<file path="src/hw/rtl/cbt_pkg.sv">
package cbt_pkg;

  // Tree size and derived widths
  localparam int CAPACITY = 64;
  localparam int DATA_W   = 32;
  localparam int IDX_W    = (CAPACITY > 1) ? $clog2(CAPACITY) : 1;
  localparam int CNT_W    = $clog2(CAPACITY + 1);
  localparam int CHILD_W  = IDX_W + 2;

  // Request codes
  localparam logic [2:0] FUNC_INSERT   = 3'd0;
  localparam logic [2:0] FUNC_INORDER  = 3'd1;
  localparam logic [2:0] FUNC_PREORDER = 3'd2;
  localparam logic [2:0] FUNC_POSTORD  = 3'd3;
  localparam logic [2:0] FUNC_SEARCH   = 3'd4;

  // Result status codes
  localparam logic [2:0] STAT_INSERTED  = 3'd0;
  localparam logic [2:0] STAT_FULL      = 3'd1;
  localparam logic [2:0] STAT_ELEMENT   = 3'd2;
  localparam logic [2:0] STAT_EMPTY     = 3'd3;
  localparam logic [2:0] STAT_FOUND     = 3'd4;
  localparam logic [2:0] STAT_NOT_FOUND = 3'd5;

  // Node index moves
  typedef enum logic [2:0] {
    IDX_HOLD,
    IDX_ZERO,
    IDX_LEFT,
    IDX_RIGHT,
    IDX_PARENT,
    IDX_INC
  } idx_op_e;

  // Controller to datapath
  typedef struct packed {
    idx_op_e idx_op;
    logic    ram_we;
    logic    load_key;
    logic    scan;
    logic    hold_cap;
    logic    emit_elem;
  } cmd_t;

  // Datapath to controller
  typedef struct packed {
    logic has_left;
    logic has_right;
    logic sib_ok;
    logic is_left;
    logic is_root;
    logic idx_last;
    logic cnt_zero;
    logic full;
    logic found;
  } stat_t;

endpackage

</file>
<file path="src/hw/rtl/cbt_ram.sv">
module cbt_ram #(
  parameter int WIDTH = 32,
  parameter int DEPTH = 64
) (
  input  logic                                          clk_i,
  input  logic                                          we_i,
  input  logic [((DEPTH > 1) ? $clog2(DEPTH) : 1)-1:0]  waddr_i,
  input  logic [WIDTH-1:0]                              wdata_i,
  input  logic [((DEPTH > 1) ? $clog2(DEPTH) : 1)-1:0]  raddr_i,
  output logic [WIDTH-1:0]                              rdata_o
);

  logic [WIDTH-1:0] mem [DEPTH];
  logic [WIDTH-1:0] rdata_q;

  // Write one entry, read one entry into a register
  always_ff @(posedge clk_i) begin
    if (we_i) begin
      mem[waddr_i] <= wdata_i;
    end
    rdata_q <= mem[raddr_i];
  end

  assign rdata_o = rdata_q;

endmodule

</file>
<file path="src/hw/rtl/cbt_dp.sv">
module cbt_dp (
  input  logic                              clk_i,
  input  logic                              rst_ni,
  input  cbt_pkg::cmd_t                     cmd_i,
  input  logic signed [cbt_pkg::DATA_W-1:0] value_i,
  output cbt_pkg::stat_t                    stat_o,
  output logic signed [cbt_pkg::DATA_W-1:0] out_value_o
);

  logic [cbt_pkg::IDX_W-1:0]   idx_q, idx_d;
  logic [cbt_pkg::CNT_W-1:0]   count_q, count_d;
  logic                        found_q, found_d;
  logic                        cmp_pend_q;
  logic [cbt_pkg::DATA_W-1:0]  key_q;
  logic [cbt_pkg::DATA_W-1:0]  hold_q;
  logic [cbt_pkg::DATA_W-1:0]  out_value_q;
  logic [cbt_pkg::DATA_W-1:0]  rdata;
  logic [cbt_pkg::CHILD_W-1:0] child_l;
  logic [cbt_pkg::CHILD_W-1:0] child_r;
  logic [cbt_pkg::CHILD_W-1:0] count_ext;
  logic [cbt_pkg::CNT_W-1:0]   idx_p1;
  logic [cbt_pkg::IDX_W-1:0]   parent;

  // Node storage, appended at the fill count
  cbt_ram #(
    .WIDTH (cbt_pkg::DATA_W),
    .DEPTH (cbt_pkg::CAPACITY)
  ) u_ram (
    .clk_i   (clk_i),
    .we_i    (cmd_i.ram_we),
    .waddr_i (count_q[cbt_pkg::IDX_W-1:0]),
    .wdata_i ($unsigned(value_i)),
    .raddr_i (idx_q),
    .rdata_o (rdata)
  );

  // Neighbor indexes of the current node
  assign child_l   = {1'b0, idx_q, 1'b0} + cbt_pkg::CHILD_W'(1);
  assign child_r   = {1'b0, idx_q, 1'b0} + cbt_pkg::CHILD_W'(2);
  assign count_ext = cbt_pkg::CHILD_W'(count_q);
  assign idx_p1    = cbt_pkg::CNT_W'(idx_q) + cbt_pkg::CNT_W'(1);
  assign parent    = (idx_q - cbt_pkg::IDX_W'(1)) >> 1;

  // Move the node index
  always_comb begin
    unique case (cmd_i.idx_op)
      cbt_pkg::IDX_HOLD:   idx_d = idx_q;
      cbt_pkg::IDX_ZERO:   idx_d = '0;
      cbt_pkg::IDX_LEFT:   idx_d = child_l[cbt_pkg::IDX_W-1:0];
      cbt_pkg::IDX_RIGHT:  idx_d = child_r[cbt_pkg::IDX_W-1:0];
      cbt_pkg::IDX_PARENT: idx_d = parent;
      cbt_pkg::IDX_INC:    idx_d = idx_p1[cbt_pkg::IDX_W-1:0];
      default:             idx_d = idx_q;
    endcase
  end

  // Count appends, track search hits
  always_comb begin
    count_d = cmd_i.ram_we ? count_q + cbt_pkg::CNT_W'(1) : count_q;
    if (cmd_i.load_key) begin
      found_d = 1'b0;
    end else if (cmp_pend_q && (rdata == key_q)) begin
      found_d = 1'b1;
    end else begin
      found_d = found_q;
    end
  end

  always_ff @(posedge clk_i or negedge rst_ni) begin
    if (!rst_ni) begin
      idx_q      <= '0;
      count_q    <= '0;
      found_q    <= 1'b0;
      cmp_pend_q <= 1'b0;
    end else begin
      idx_q      <= idx_d;
      count_q    <= count_d;
      found_q    <= found_d;
      cmp_pend_q <= cmd_i.scan;
    end
  end

  // Hold the search key, the visited value and the outgoing beat
  always_ff @(posedge clk_i) begin
    if (cmd_i.load_key) begin
      key_q <= $unsigned(value_i);
    end
    if (cmd_i.hold_cap) begin
      hold_q <= rdata;
    end
    out_value_q <= cmd_i.emit_elem ? hold_q : '0;
  end

  assign out_value_o = $signed(out_value_q);

  // Status toward the controller
  assign stat_o.has_left  = child_l < count_ext;
  assign stat_o.has_right = child_r < count_ext;
  assign stat_o.sib_ok    = idx_p1 < count_q;
  assign stat_o.is_left   = idx_q[0];
  assign stat_o.is_root   = idx_q == '0;
  assign stat_o.idx_last  = idx_p1 == count_q;
  assign stat_o.cnt_zero  = count_q == '0;
  assign stat_o.full      = count_q == cbt_pkg::CNT_W'(cbt_pkg::CAPACITY);
  assign stat_o.found     = found_q;

`ifndef SYNTHESIS
  assert property (@(posedge clk_i) disable iff (!rst_ni)
    count_q <= cbt_pkg::CNT_W'(cbt_pkg::CAPACITY))
    else $error("fill count beyond capacity");

  assert property (@(posedge clk_i) disable iff (!rst_ni)
    cmd_i.ram_we |-> (count_q != cbt_pkg::CNT_W'(cbt_pkg::CAPACITY)))
    else $error("append into a full tree");

  assert property (@(posedge clk_i) disable iff (!rst_ni)
    $rose(found_q) |-> $past(cmp_pend_q))
    else $error("search hit without a compare");
`endif

endmodule

</file>
<file path="src/hw/rtl/cbt_ctrl.sv">
module cbt_ctrl (
  input  logic           clk_i,
  input  logic           rst_ni,
  input  logic           start_i,
  input  logic [2:0]     func_i,
  input  cbt_pkg::stat_t stat_i,
  output cbt_pkg::cmd_t  cmd_o,
  output logic           busy_o,
  output logic           strobe_o,
  output logic           last_o,
  output logic [2:0]     status_o
);

  typedef enum logic [3:0] {
    S_IDLE,
    S_DESC_L,
    S_DESC_P,
    S_READ,
    S_CAPT,
    S_NEXT_IN,
    S_UP_IN,
    S_NEXT_PRE,
    S_UP_PRE,
    S_NEXT_POST,
    S_FLUSH,
    S_SCAN,
    S_DRAIN,
    S_RESULT
  } state_e;

  typedef enum logic [1:0] {
    ORD_IN,
    ORD_PRE,
    ORD_POST
  } order_e;

  state_e     state_q, state_d;
  order_e     ord_q, ord_d;
  logic       pend_q, pend_d;
  logic       strobe_q, strobe_d;
  logic       last_q, last_d;
  logic [2:0] status_q, status_d;

  // Next state, datapath command and the next result beat
  always_comb begin
    state_d  = state_q;
    ord_d    = ord_q;
    pend_d   = pend_q;
    strobe_d = 1'b0;
    last_d   = 1'b0;
    status_d = status_q;
    cmd_o    = '{idx_op: cbt_pkg::IDX_HOLD, default: 1'b0};

    unique case (state_q)
      S_IDLE: begin
        if (start_i) begin
          unique case (func_i)
            cbt_pkg::FUNC_INSERT: begin
              strobe_d = 1'b1;
              last_d   = 1'b1;
              if (stat_i.full) begin
                status_d = cbt_pkg::STAT_FULL;
              end else begin
                status_d     = cbt_pkg::STAT_INSERTED;
                cmd_o.ram_we = 1'b1;
              end
            end
            cbt_pkg::FUNC_INORDER, cbt_pkg::FUNC_PREORDER, cbt_pkg::FUNC_POSTORD: begin
              if (stat_i.cnt_zero) begin
                strobe_d = 1'b1;
                last_d   = 1'b1;
                status_d = cbt_pkg::STAT_EMPTY;
              end else begin
                cmd_o.idx_op = cbt_pkg::IDX_ZERO;
                pend_d       = 1'b0;
                if (func_i == cbt_pkg::FUNC_INORDER) begin
                  ord_d   = ORD_IN;
                  state_d = S_DESC_L;
                end else if (func_i == cbt_pkg::FUNC_PREORDER) begin
                  ord_d   = ORD_PRE;
                  state_d = S_READ;
                end else begin
                  ord_d   = ORD_POST;
                  state_d = S_DESC_P;
                end
              end
            end
            cbt_pkg::FUNC_SEARCH: begin
              if (stat_i.cnt_zero) begin
                strobe_d = 1'b1;
                last_d   = 1'b1;
                status_d = cbt_pkg::STAT_NOT_FOUND;
              end else begin
                cmd_o.idx_op   = cbt_pkg::IDX_ZERO;
                cmd_o.load_key = 1'b1;
                state_d        = S_SCAN;
              end
            end
            default: ;
          endcase
        end
      end

      // Walk down to the leftmost node
      S_DESC_L: begin
        if (stat_i.has_left) begin
          cmd_o.idx_op = cbt_pkg::IDX_LEFT;
        end else begin
          state_d = S_READ;
        end
      end

      // Walk down to the first node of a postorder subtree
      S_DESC_P: begin
        if (stat_i.has_left) begin
          cmd_o.idx_op = cbt_pkg::IDX_LEFT;
        end else if (stat_i.has_right) begin
          cmd_o.idx_op = cbt_pkg::IDX_RIGHT;
        end else begin
          state_d = S_READ;
        end
      end

      // Wait for the node value
      S_READ: begin
        state_d = S_CAPT;
      end

      // Capture the node, send the one held before it
      S_CAPT: begin
        cmd_o.hold_cap  = 1'b1;
        cmd_o.emit_elem = pend_q;
        strobe_d        = pend_q;
        status_d        = cbt_pkg::STAT_ELEMENT;
        pend_d          = 1'b1;
        unique case (ord_q)
          ORD_IN:   state_d = S_NEXT_IN;
          ORD_PRE:  state_d = S_NEXT_PRE;
          default:  state_d = S_NEXT_POST;
        endcase
      end

      S_NEXT_IN: begin
        if (stat_i.has_right) begin
          cmd_o.idx_op = cbt_pkg::IDX_RIGHT;
          state_d      = S_DESC_L;
        end else begin
          state_d = S_UP_IN;
        end
      end

      // Climb past right children, then visit the parent
      S_UP_IN: begin
        if (stat_i.is_root) begin
          state_d = S_FLUSH;
        end else if (stat_i.is_left) begin
          cmd_o.idx_op = cbt_pkg::IDX_PARENT;
          state_d      = S_READ;
        end else begin
          cmd_o.idx_op = cbt_pkg::IDX_PARENT;
        end
      end

      S_NEXT_PRE: begin
        if (stat_i.has_left) begin
          cmd_o.idx_op = cbt_pkg::IDX_LEFT;
          state_d      = S_READ;
        end else begin
          state_d = S_UP_PRE;
        end
      end

      // Climb until a right sibling exists
      S_UP_PRE: begin
        if (stat_i.is_root) begin
          state_d = S_FLUSH;
        end else if (stat_i.is_left && stat_i.sib_ok) begin
          cmd_o.idx_op = cbt_pkg::IDX_INC;
          state_d      = S_READ;
        end else begin
          cmd_o.idx_op = cbt_pkg::IDX_PARENT;
        end
      end

      S_NEXT_POST: begin
        if (stat_i.is_root) begin
          state_d = S_FLUSH;
        end else if (stat_i.is_left && stat_i.sib_ok) begin
          cmd_o.idx_op = cbt_pkg::IDX_INC;
          state_d      = S_DESC_P;
        end else begin
          cmd_o.idx_op = cbt_pkg::IDX_PARENT;
          state_d      = S_READ;
        end
      end

      // Send the final held node
      S_FLUSH: begin
        cmd_o.emit_elem = 1'b1;
        strobe_d        = 1'b1;
        last_d          = 1'b1;
        status_d        = cbt_pkg::STAT_ELEMENT;
        state_d         = S_IDLE;
      end

      // Read one entry a cycle, compare it in the cycle after
      S_SCAN: begin
        cmd_o.idx_op = cbt_pkg::IDX_INC;
        cmd_o.scan   = 1'b1;
        if (stat_i.idx_last) begin
          state_d = S_DRAIN;
        end
      end

      S_DRAIN: begin
        state_d = S_RESULT;
      end

      S_RESULT: begin
        strobe_d = 1'b1;
        last_d   = 1'b1;
        status_d = stat_i.found ? cbt_pkg::STAT_FOUND : cbt_pkg::STAT_NOT_FOUND;
        state_d  = S_IDLE;
      end

      default: begin
        state_d = S_IDLE;
      end
    endcase
  end

  always_ff @(posedge clk_i or negedge rst_ni) begin
    if (!rst_ni) begin
      state_q  <= S_IDLE;
      ord_q    <= ORD_IN;
      pend_q   <= 1'b0;
      strobe_q <= 1'b0;
      last_q   <= 1'b0;
      status_q <= cbt_pkg::STAT_INSERTED;
    end else begin
      state_q  <= state_d;
      ord_q    <= ord_d;
      pend_q   <= pend_d;
      strobe_q <= strobe_d;
      last_q   <= last_d;
      status_q <= status_d;
    end
  end

  assign busy_o   = state_q != S_IDLE;
  assign strobe_o = strobe_q;
  assign last_o   = last_q;
  assign status_o = status_q;

`ifndef SYNTHESIS
  assert property (@(posedge clk_i) disable iff (!rst_ni)
    (strobe_q && (status_q != cbt_pkg::STAT_ELEMENT)) |-> last_q)
    else $error("single-beat result without last");

  assert property (@(posedge clk_i) disable iff (!rst_ni)
    (strobe_q && !last_q) |-> (state_q != S_IDLE))
    else $error("traversal stream ended without last beat");

  assert property (@(posedge clk_i) disable iff (!rst_ni)
    (state_q == S_FLUSH) |-> pend_q)
    else $error("flush with no held node");
`endif

endmodule

</file>
<file path="src/hw/rtl/complete_binary_tree_traversal_unit.sv">
// Complete binary tree kept as an array in level order (children of node i at
// 2i+1 and 2i+2), up to 64 nodes. A request is taken when start is high and
// busy is low. Results come out as one-cycle beats on strobe_o and cannot be
// held off. Insert, and any traversal or search of an empty tree, answer with
// one beat in the cycle after acceptance and leave busy low, so a new request
// can follow at once. A traversal walks the tree one index step per cycle and
// pauses at each node for the storage read; its last beat comes in the same
// cycle that busy falls. A search reads one entry per cycle from the node
// memory and ends with a single result beat. Codes 5 to 7 on func_i are
// dropped without a result.
module complete_binary_tree_traversal_unit (
  input  logic                              clk_i,
  input  logic                              rst_ni,
  input  logic                              start,
  output logic                              busy,
  input  logic [2:0]                        func_i,
  input  logic signed [cbt_pkg::DATA_W-1:0] value_i,
  output logic                              strobe_o,
  output logic signed [cbt_pkg::DATA_W-1:0] out_value_o,
  output logic                              last_o,
  output logic [2:0]                        status_o
);

  cbt_pkg::cmd_t  cmd;
  cbt_pkg::stat_t stat;
  logic           busy_int;

  cbt_ctrl u_ctrl (
    .clk_i    (clk_i),
    .rst_ni   (rst_ni),
    .start_i  (start),
    .func_i   (func_i),
    .stat_i   (stat),
    .cmd_o    (cmd),
    .busy_o   (busy_int),
    .strobe_o (strobe_o),
    .last_o   (last_o),
    .status_o (status_o)
  );

  cbt_dp u_dp (
    .clk_i       (clk_i),
    .rst_ni      (rst_ni),
    .cmd_i       (cmd),
    .value_i     (value_i),
    .stat_o      (stat),
    .out_value_o (out_value_o)
  );

  assign busy = busy_int;

endmodule

</file>
<file path="config.mk">
export PLATFORM = sky130hd
export DESIGN_NAME = complete_binary_tree_traversal_unit
export DESIGN_NICKNAME = d
export VERILOG_FILES = /design/src/hw/rtl/cbt_pkg.sv /design/src/hw/rtl/cbt_ram.sv /design/src/hw/rtl/cbt_dp.sv /design/src/hw/rtl/cbt_ctrl.sv /design/src/hw/rtl/complete_binary_tree_traversal_unit.sv
export SDC_FILE = /design/constraint.sdc
export NUM_CORES = 2
export LEC_CHECK = 0
export BUFFER_PORTS_ARGS = -buffer_cell sky130_fd_sc_hd__buf_2
export CAP_MARGIN = 20
export CORE_AREA = 5 5 538 540
export CTS_BUF_LIST = sky130_fd_sc_hd__clkbuf_4
export DETAILED_ROUTE_END_ITERATION = 10
export DIE_AREA = 0 0 543 545
export PLACE_DENSITY_LB_ADDON = 0.2
export SYNTH_ARGS = -nofsm -noshare
export SYNTH_HDL_FRONTEND = slang
export SYNTH_HIERARCHICAL = 1
export SYNTH_SLANG_ARGS = --single-unit
</file>
<file path="constraint.sdc">
create_clock -name clk_i -period 5.1 [get_ports clk_i]
set_clock_uncertainty 0.05 [all_clocks]
set_input_delay 0.255 -clock clk_i [delete_from_list [all_inputs] [get_ports clk_i]]
set_output_delay 0.255 -clock clk_i [all_outputs]
set_load 0.05 [all_outputs]
</file>
======== Word-level counts from Yosys, hierarchy flattened ========
Memory sizes are Yosys's and may differ from the RTL's. A register that Yosys moved wholly into a read port is not among the register bits.
Cells that the tools add are included.
word-level totals
  register bits after elaboration ......... 123
  memory bits (writable) .................. 2048
  bits of input ports ..................... 38
  output and inout bits ................... 38
  logic and storage cells ................. 147
  memories kept ........................... 1
memory list
  memory          depth  bits a word  read ports  clocked after Yosys merged registers in  wr ports  RTL line       text
  u_dp.u_ram.mem  64     32           1           1                                        1         cbt_ram.sv:13  logic [WIDTH-1:0] mem [DEPTH];
cells by class
  add/sub/neg operators ................... 5
  $lt $le $gt $ge ......................... 3
  eq/ne operators ......................... 41
  multiplexer cells ....................... 61
  bitwise gates (word level) .............. 1
  reductions and logical operators ........ 22
operator list
  kind                                           count
  two-way mux 4 bit                              14
  case mux 4 bit (12 select lines)               1
  == test 32 bit                                 1
  case mux 6 bit (5 select lines)                1
  == test 4 bit, second input constant           6
  two-way mux 3 bit                              8
  two-way mux 1 bit                              21
  case mux 3 bit (7 select lines)                1
  case mux 3 bit (3 select lines)                2
  == test 4 x 3 -> 1 bit, second input constant  4
  less-than comparator 8 x 7 -> 1 bit            2
  case mux 4 bit (2 select lines)                2
  inequality test 3 bit, second input constant   5
  inequality test 2 bit, second input constant   7
  == test 3 x 2 -> 1 bit, second input constant  4
  two-way mux 2 bit                              5
  AND reduction 10 bit                           1
  == test 3 bit, second input constant           3
  adder 7 x 1 -> 8 bit, second input constant    1
  adder 7 x 2 -> 8 bit, second input constant    1
  == test 4 x 2 -> 1 bit, second input constant  2
  case mux 1 bit (2 select lines)                4
  AND reduction 4 bit                            2
  OR reduction 2 bit                             4
  27 further kinds                               31

======== Depth between registers and ports, before layout ========
  word-level depth ........................ 8
  depth in mapped cells ................... 20
  depth with buffers taken out ............ 18

======== By module ========
The synthesis kept the hierarchy.
by module, submodules not included
  module    times used  cells each  area an instance (µm²)  seq. area each (µm²)
  cbt_ram   1           3511        79039.6                 62139.6
  cbt_dp    1           347         4604.4                  2937.8
  cbt_ctrl  1           142         1144.8                  300.3

======== Worst setup path before layout ========
OpenSTA, ideal clock, no wires.
  path kind ............................... flip-flop to flip-flop
  from .................................... reg u_ctrl.state_q[1]
  to ...................................... mem u_dp.u_ram.mem[27][0], enable pin
  library setup time ...................... 421 ps
  data arrival time ....................... 3751 ps
  data required time ...................... 4629 ps
  slack ................................... 878 ps
  stages on the path, launching flop included .. 9
  buffers on the path ..................... 2
  period minus slack after synthesis ...... 4222 ps
  path through ............................ dfrtp_1 > nor4_2 > nand2_1 > nor4_1 > clkbuf_1 > inv_1 > or2_2 > clkbuf_1 > nor2_1
RTL lines
  what                      RTL line         text
  start: declaration        cbt_ctrl.sv:37   state_e state_q, state_d;
  start signal: assignment  cbt_ctrl.sv:241  state_q <= state_d;
  end: declaration          cbt_ram.sv:13

==> impl_metrics.env <==
export IMPL_status="complete, no violations"
export IMPL_hold_class="in -> reg"
export IMPL_worst_setup_hold_path_clk_slew_ps=60
export IMPL_ff2ff_path_depth=15
export IMPL_postSynthAreaPerCell_um2=21.2
export IMPL_worst_case_headroom_to_the_max_slew_limit=0.213
export IMPL_dpl_cell_count=7787
export IMPL_unrepaired_setup_endpoints_after_global_routing="false"
export IMPL_setup_slack_ps=916
export IMPL_fp_row_count=196
export IMPL_number_of_antenna_violations_at_the_first_check_in_global_routing=12
export IMPL_place_ws_ps=953
export IMPL_synth_net_count=4062
export IMPL_power_ir_vdd_worst_mv=0.274
export IMPL_synthesized_flop_and_latch_total=2203
export IMPL_syn_area_um2=84800
export IMPL_setup_viol=0
export IMPL_dieHeight_um=545
export IMPL_clock_insertion_delay_worst_skew_ps=1380
export IMPL_worst_r2r_setup_slack_ps=920
export IMPL_max_freq_mhz=239
export IMPL_tritoncts="built"
export IMPL_global_route_wire_length_before_repair_mm=340
export IMPL_finalWeightedCongestion=0.753
export IMPL_cap_viol_max_count=0
export IMPL_die_x_um=543
export IMPL_placement_io_buffers=75
export IMPL_sequential_cell_area_um2=65400
export IMPL_detailedPlacementHpwl_mm=135
export IMPL_layout_drive_gt1_share=0.345
export IMPL_capture_point_of_the_worst_reg_to_reg_path="u_dp/idx_q[0]"
export IMPL_static_leakage_nw=33.7
export IMPL_synth_async_sr_flop_share=0.0123
export IMPL_totalWireLength_mm=241
export IMPL_cp_arrival_ps=5370
export IMPL_post_drt_wl_per_cell_um=26.9
export IMPL_power_total_mw=36.1
export IMPL_met2_track_usage_gr=0.250
export IMPL_initialDrtViolationCount=3285
export IMPL_final_max_slew_viol_count=0
export IMPL_htreeDepth=6
export IMPL_crit_start="u_dp/idx_q[1]"
export IMPL_layout_filler_cells=26900
export IMPL_synth_seq_area_share=0.771
export IMPL_die_area_um2=296000
export IMPL_route_detailed_vias_per_inst=4.93
export IMPL_tightest_slew_ps=1170
export IMPL_post_cts_buffers=0
export IMPL_synthCells=4000
export IMPL_yosysUniqueCellTypes=77
export IMPL_timing_final_crit_share=0.820
export IMPL_use_met3=0.0435
export IMPL_p_per_area_nw_per_um2=362
export IMPL_num_nets_final=4794
export IMPL_grt_start_max_net_pins=101
export IMPL_yosys_most_used_dff="edfxtp_1"
export IMPL_via_count=44100
export IMPL_total_of_warnings_raised_by_yosys=6
export IMPL_crit_type="reg -> reg"
export IMPL_regToRegStartpoint="u_dp/idx_q[1]"
export IMPL_hold_violations=0
export IMPL_layout_area_growth_over_synthesis_pct=17.5
export IMPL_clock_sink_count=2203
export IMPL_grt_overflow=0
export IMPL_count_of_flip_flops_with_a_built_in_enable_after_synthesis=2112
export IMPL_clock_tree_root_cell="clkbuf_4"
export IMPL_post_cts_resized_instances=0
export IMPL_first_global_vias=46000
export IMPL_initial_core_util=0.299
export IMPL_cts_hold_buf=74
export IMPL_worstSetupEndpoint="u_dp/idx_q[0]"
export IMPL_cts_buffers_inserted=618
export IMPL_drc=0
export IMPL_top_level_ports=76
export IMPL_grt_use_total=0.160
export IMPL_drt_first_pass_iters=5
export IMPL_critical_path_peak_fanout=20
export IMPL_gr_max_usage_layer="met2"
export IMPL_ctsLongestPathBuffers=4
export IMPL_total_negative_slack_for_setup_checks_ps=0
export IMPL_use_met1=0.219
export IMPL_setup_worst_path_end_class="register"
export IMPL_finalNonFillerCells=8938
export IMPL_core_um2=284000
export IMPL_cp_required_ps=6290
export IMPL_ant_nets=0
export IMPL_start_kind="register"
export IMPL_period_minus_slack_ps=4180
export IMPL_multi_input_area_um2=18400
## flip-flops by register name, indices dropped and copies added (netlist names), 4 cells and up
signal and cells:
u_dp/u_ram/mem 2048, u_dp/hold_q 32, u_dp/key_q 32, u_dp/out_value_o 32, u_dp/u_ram/rdata_o 32, u_dp/count_q 7, u_dp/idx_q 6, u_ctrl/state_q 4
## layout by cell type, fill, tap and decap left out, types with 32 or more instances in the layout
master	instances
mux2i_1	190
buf_2	75
nor2_1	48
and2_1	34
o21ai_0	47
nand2_1	50
buf_4	127
buf_12	56
nand3_1	58
clkbuf_4	917
a21oi_1	53
dfxtp_1	64
edfxtp_1	2112
mux4_2	447
xnor2_1	32
clkinv_1	87
dlygate4sd3_1	79
nor2_4	66
o22ai_1	49
a22oi_1	129
## metrics by stage
| stage | cell area (um2) | util | hold WS (ps) |
|---|---|---|---|
| 4_1_cts | 99400 | 0.350 | 10.5 |
| 5_1_grt | 99600 | 0.351 | 93.0 |
| 3_3_place_gp | 90900 | 0.320 | 298 |
| 3_5_place_dp | 91000 | 0.320 | 299 |
| 6_report | 99600 | 0.351 | 199 |
| 2_1_floorplan | 84800 | - | -90.6 |
## layout make-up
class	count	area share
Clock buffer	917	0.0691
Timing Repair Buffer	339	0.0328
Inverter	25	0.000942
Sequential cell	2203	0.656
Multi-Input combinational cell	1545	0.185
Tap cell	3762	0.0472
Antenna cell	17	0.000427
Clock inverter	130	0.00817
## worst max-delay path: stages (launching register included)
cell	delay (ps)
dfrtp_4	660
nand3_2	200
nor2_1	180
xor2_1	290
ha_1	300
a211o_1	290
a31oi_1	460
nor2_1	110
or3_1	330
o21ai_0	80
a22oi_1	100
nor2_1	160
buf_4	260
mux2_2	360
a21oi_1	170
a21oi_1	60
## per-layer routing
layer	vias up	share of wire
li1	18700	-
met1	23600	0.44
met2	1459	0.47
met3	352	0.070
met4	8	0.022
met5	-	0.0013
## synthesized netlist by cell type (all sizes together), types with 9 or more instances
cell type / instances / area (um2)
edfxtp: 2112 / 63400
mux4: 447 / 10100
mux2i: 190 / 1900
buf: 146 / 1100
a22oi: 129 / 968
nor2: 117 / 447
clkbuf: 81 / 305
dfxtp: 64 / 1280
nand3: 59 / 300
a21oi: 54 / 274
o21ai: 52 / 260
nand2: 50 / 188
o22ai: 49 / 307
and2: 35 / 219
xnor2: 32 / 280
dfrtp: 27 / 676
a31oi: 26 / 163
inv: 25 / 93.8
a211oi: 24 / 180
ha: 24 / 300
nor2b: 21 / 131
nor3: 20 / 121
o221ai: 19 / 166
nand2b: 15 / 93.8
o211ai: 15 / 113
xor2: 14 / 123
a22o: 12 / 105
a311o: 12 / 120
and3: 12 / 85.1
nand4: 12 / 75.1
o22a: 12 / 105
a211o: 10 / 87.6
nand3b: 10 / 75.1
or2: 9 / 56.3
## report_power, final
part / switching (mW) / total [mW] / internal [mW]
combinational: 0.299 / 0.377 / 0.0777
clock: 7.22 / 15.9 / 8.68
sequential: 0 / 19.8 / 19.8
total: 7.52 / 36.1 / 28.6
## cell families (layout without fill, tap and decap cells)
family | count (synthesis) | count (layout) | synth area share
XOR/XNOR | 46 | 46 | 0.00475
multiplexers | 644 | 644 | 0.142
adder cells (fa/ha/maj) | 25 | 25 | 0.00367
AO/OA/AOI/OAI | 445 | 445 | 0.0367
AND/OR/NAND/NOR | 385 | 385 | 0.0238
other | 0 | 17 | 0
buffers and inverters | 252 | 1411 | 0.0177
flip-flops | 2203 | 2203 | 0.771
## worst min-delay path by stage
stage	endpoint	startpoint	slack (ps)	cells past startpoint
floorplan	u_ctrl/last_o	rst_ni	-90	0
global placement	u_ctrl/state_q[1]	rst_ni	300	1
detailed placement	u_ctrl/state_q[1]	rst_ni	300	1
CTS	u_dp/key_q[0]	value_i[0]	10	3
global route	u_dp/u_ram/mem[7][0]	value_i[0]	90	3
finish	u_dp/u_ram/mem[3][0]	value_i[0]	200	3
(Power assumes the default switching activity.)
